==> config.mk <==
export PLATFORM = sky130hd
export DESIGN_NAME = lbum_ram
export DESIGN_NICKNAME = d
export VERILOG_FILES = /design/src/lbum_ram.sv
export SDC_FILE = /design/constraint.sdc
export NUM_CORES = 1
export LEC_CHECK = 0
export ABC_AREA = 1
export BUFFER_PORTS_ARGS = -buffer_cell sky130_fd_sc_hd__buf_2
export CORE_ASPECT_RATIO = 0.8
export CORE_UTILIZATION = 50
export CTS_BUF_LIST = sky130_fd_sc_hd__clkbuf_4 sky130_fd_sc_hd__clkbuf_8 sky130_fd_sc_hd__clkbuf_16
export CTS_CLUSTER_DIAMETER = 80
export CTS_CLUSTER_SIZE = 25
export DETAILED_ROUTE_END_ITERATION = 12
export GPL_TIMING_DRIVEN = 0
export PLACE_DENSITY = 0.76
export SLEW_MARGIN = 40
export SYNTH_ARGS = -nofsm -noshare
export SYNTH_HDL_FRONTEND = slang
export SYNTH_SLANG_ARGS = --single-unit
==> constraint.sdc <==
create_clock -name aclk -period 1.7 [get_ports aclk]
set_input_delay 0.085 -clock aclk [delete_from_list [all_inputs] [get_ports aclk]]
set_output_delay 0.085 -clock aclk [all_outputs]
set_load 0.02 [all_outputs]
==> src/lbum_ram.sv <==
module lbum_ram #(
    parameter int WIDTH = 8,
    parameter int DEPTH = 16,
    localparam int AW = $clog2(DEPTH)
) (
    input  logic             aclk,
    input  logic             wr_en,
    input  logic [AW-1:0]    wr_addr,
    input  logic [WIDTH-1:0] wr_data,
    input  logic             rd_en,
    input  logic [AW-1:0]    rd_addr,
    output logic [WIDTH-1:0] rd_data
);

    logic [WIDTH-1:0] mem [DEPTH];

    always_ff @(posedge aclk) begin
        if (wr_en) begin
            mem[wr_addr] <= wr_data;
        end
        if (rd_en) begin
            rd_data <= mem[rd_addr];
        end
    end

endmodule

==> metrics.txt <==
# port buffers=23; GRT Util Overall=around 26%; antenna-violating nets left=0; first-pass GRT wire length=roughly 22000 um; final core utilization=about three fifths; CTS resizes=0; Post-Synthesis Net Count=570; CP Launch Type=register; fin nets=a little over 600; placed cells=~720; DR WL/cell=between 15 and 20 um; Critical Path End=rd_data[5]; height of the die=a little under 100 um; via count=between 4k and 5k; worst r2r src=mem[10][5]; Post-Syn Area=around 5800 sq um; Core ar.=between 10000 and 15000 sq um; commonest non-fill, non-tap cells in the layout=nand2_1, edfxtp_1, inv_1; mean number of vias per cell=approximately 5.4; pwr/cell area=approximately 1200 nW/um^2; number of buffers created by CTS=17; Seq/Total Area, Yosys=69.85%; Slew headroom=45.58%; status=completed; final setup vio count=0; Mapped Cells=551; clock root cell=clkbuf_16; CTS tree=done; Final HPWL DP=between 9000 and 10000 um; FF-to-FF setup slack=0.48 ns; clk slew on worst S/H paths=~0.060 ns; final WL=14200 um; post-synthesis to final-layout area growth=14.89%; Synth cell types=11; Yosys top cell by area=edfxtp_1; ranking of synthesized cells by area=edfxtp_1, nand2_1, nand3_1, inv_1, buf_6; Mapped Avg Cell Area=10.61 sq um; #FFs+latches synth=~140; I/O pin total=27; Antenna diodes=0; f_max=slightly above 800 MHz; FF-to-FF path depth=6; drt pass-1 iters=7; post-CTS setup buffers=0; largest net degree at the start of global routing=17; Final Max Tran Viols=0; Final Hold Vio Count=0; Clock Path Buffers=2; RSZ-0062 raised after global routing=false; Crit Path Max Fanout=1; # DRC=0; Max VDD drop=about 800 uV; FF-to-FF End=rd_data[5]; worst-margin pin slew=0.8134 ns; floorplan row count=34; CP endpoint kind=register; fin crit share=a little under three quarters; # clock sinks=around 140; number of global-route vias before repair=between 3k and 4k; clk_lat worst skew=~0.42 ns; Initial Utilization=52.46%; max-cap check violation count=0; Layout Skew=0.004235 ns; Post-Layout Cell Count=between 700 and 800; area share of the largest cell type after synthesis=~70%; Hold Buf Count CTS=0; overall die width=about 120 um; commonest non-fill, non-tap cell in the layout=nand2_1; layout cells sized above 1=13.53%; initial drt markers=roughly 460; Synth warnings=0; final worst path period need=approximately 1.2 ns; Hold WC Path Type=input port to register; CP arrival=around 1.4 ns; H-tree levels=4; Setup TNS=0 ns; Overflow after GRT=0; Placer Congestion=0.8887; leakage power figure=roughly 2.9 nW; Worst EP required=roughly 1.9 ns; Worst Setup SP=mem[10][5]; CP Class=register to register; total die area=between 10000 and 15000 sq um; initial antenna violation count=0
sequential cells by signal, indices dropped and copies added, names as in the netlist:
name and flops:
mem 128, rd_data 8
cells by family (layout without fill, tap and decap cells):
family | after synthesis | after routing | synth area share [%]
flip-flops | 136 | 136 | 69.85
buffers and inverters | 126 | 181 | 9.394
AND/OR/NAND/NOR | 289 | 289 | 20.76
per-layer routing:
metal	up-vias	global-route usage (%)	share of wire, %
met5	-	2.083	0
met4	0	10.32	1.9
met3	32	6.539	12
met2	239	36.69	43
met1	1906	37.71	43
li1	1871	-	-
synth_stat cells:
library cell,n
buf_1,1
buf_2,13
buf_4,4
buf_6,6
edfxtp_1,136
inv_1,100
inv_2,2
nand2_1,173
nand3_1,97
nand3b_1,2
nor2_1,17
per-stage QoR:
step	hold WS, ns	setup WS (ns)	total power [mW]	area, sq um
after CTS	0.02208	0.5154	7.815	6708
after global routing	0.02362	0.4448	8.009	6718
after global placement	0.4477	0.1366	4.346	6142
after detailed placement	0.4577	0.1281	4.362	6147
final	0.03491	0.4784	7.790	6718
after floorplan	0.1839	0.6642	4.150	5847
worst min-delay path by stage:
stage / start / endpoint / cells past startpoint
after floorplan: wr_data[0] / mem[0][0] / 0
after global placement: rd_en / rd_data[1] / 1
after detailed placement: rd_en / rd_data[2] / 1
after CTS: rd_en / rd_data[7] / 1
after global routing: rd_en / rd_data[7] / 1
final: rd_en / rd_data[2] / 1
critical path, stage by stage (launching register included):
cell and delay (ns):
edfxtp_1 0.36, inv_1 0.08, nand2_1 0.06, nand3_1 0.12, nand3_1 0.08, nand3_1 0.14
nand2_1 0.12
report_power, final:
part	internal (mW)	total (mW)	switching, mW
Clock	2.13	3.48	1.35
Combinational	0.142	0.514	0.373
Sequential	3.78	3.80	0.0175
Total	6.05	7.79	1.74
cell type report:
class                      count  area (sq um)
fill                         894          4428
sequential                   136          4084
multi-input combinational    289          1229
clock buffer                  17         425.4
inverter                     102         382.9
tap                          144         180.2
buffer                        24         166.4
clock inverter                15         135.1
timing repair buffer          23         115.1
(Power assumes the default switching activity.)
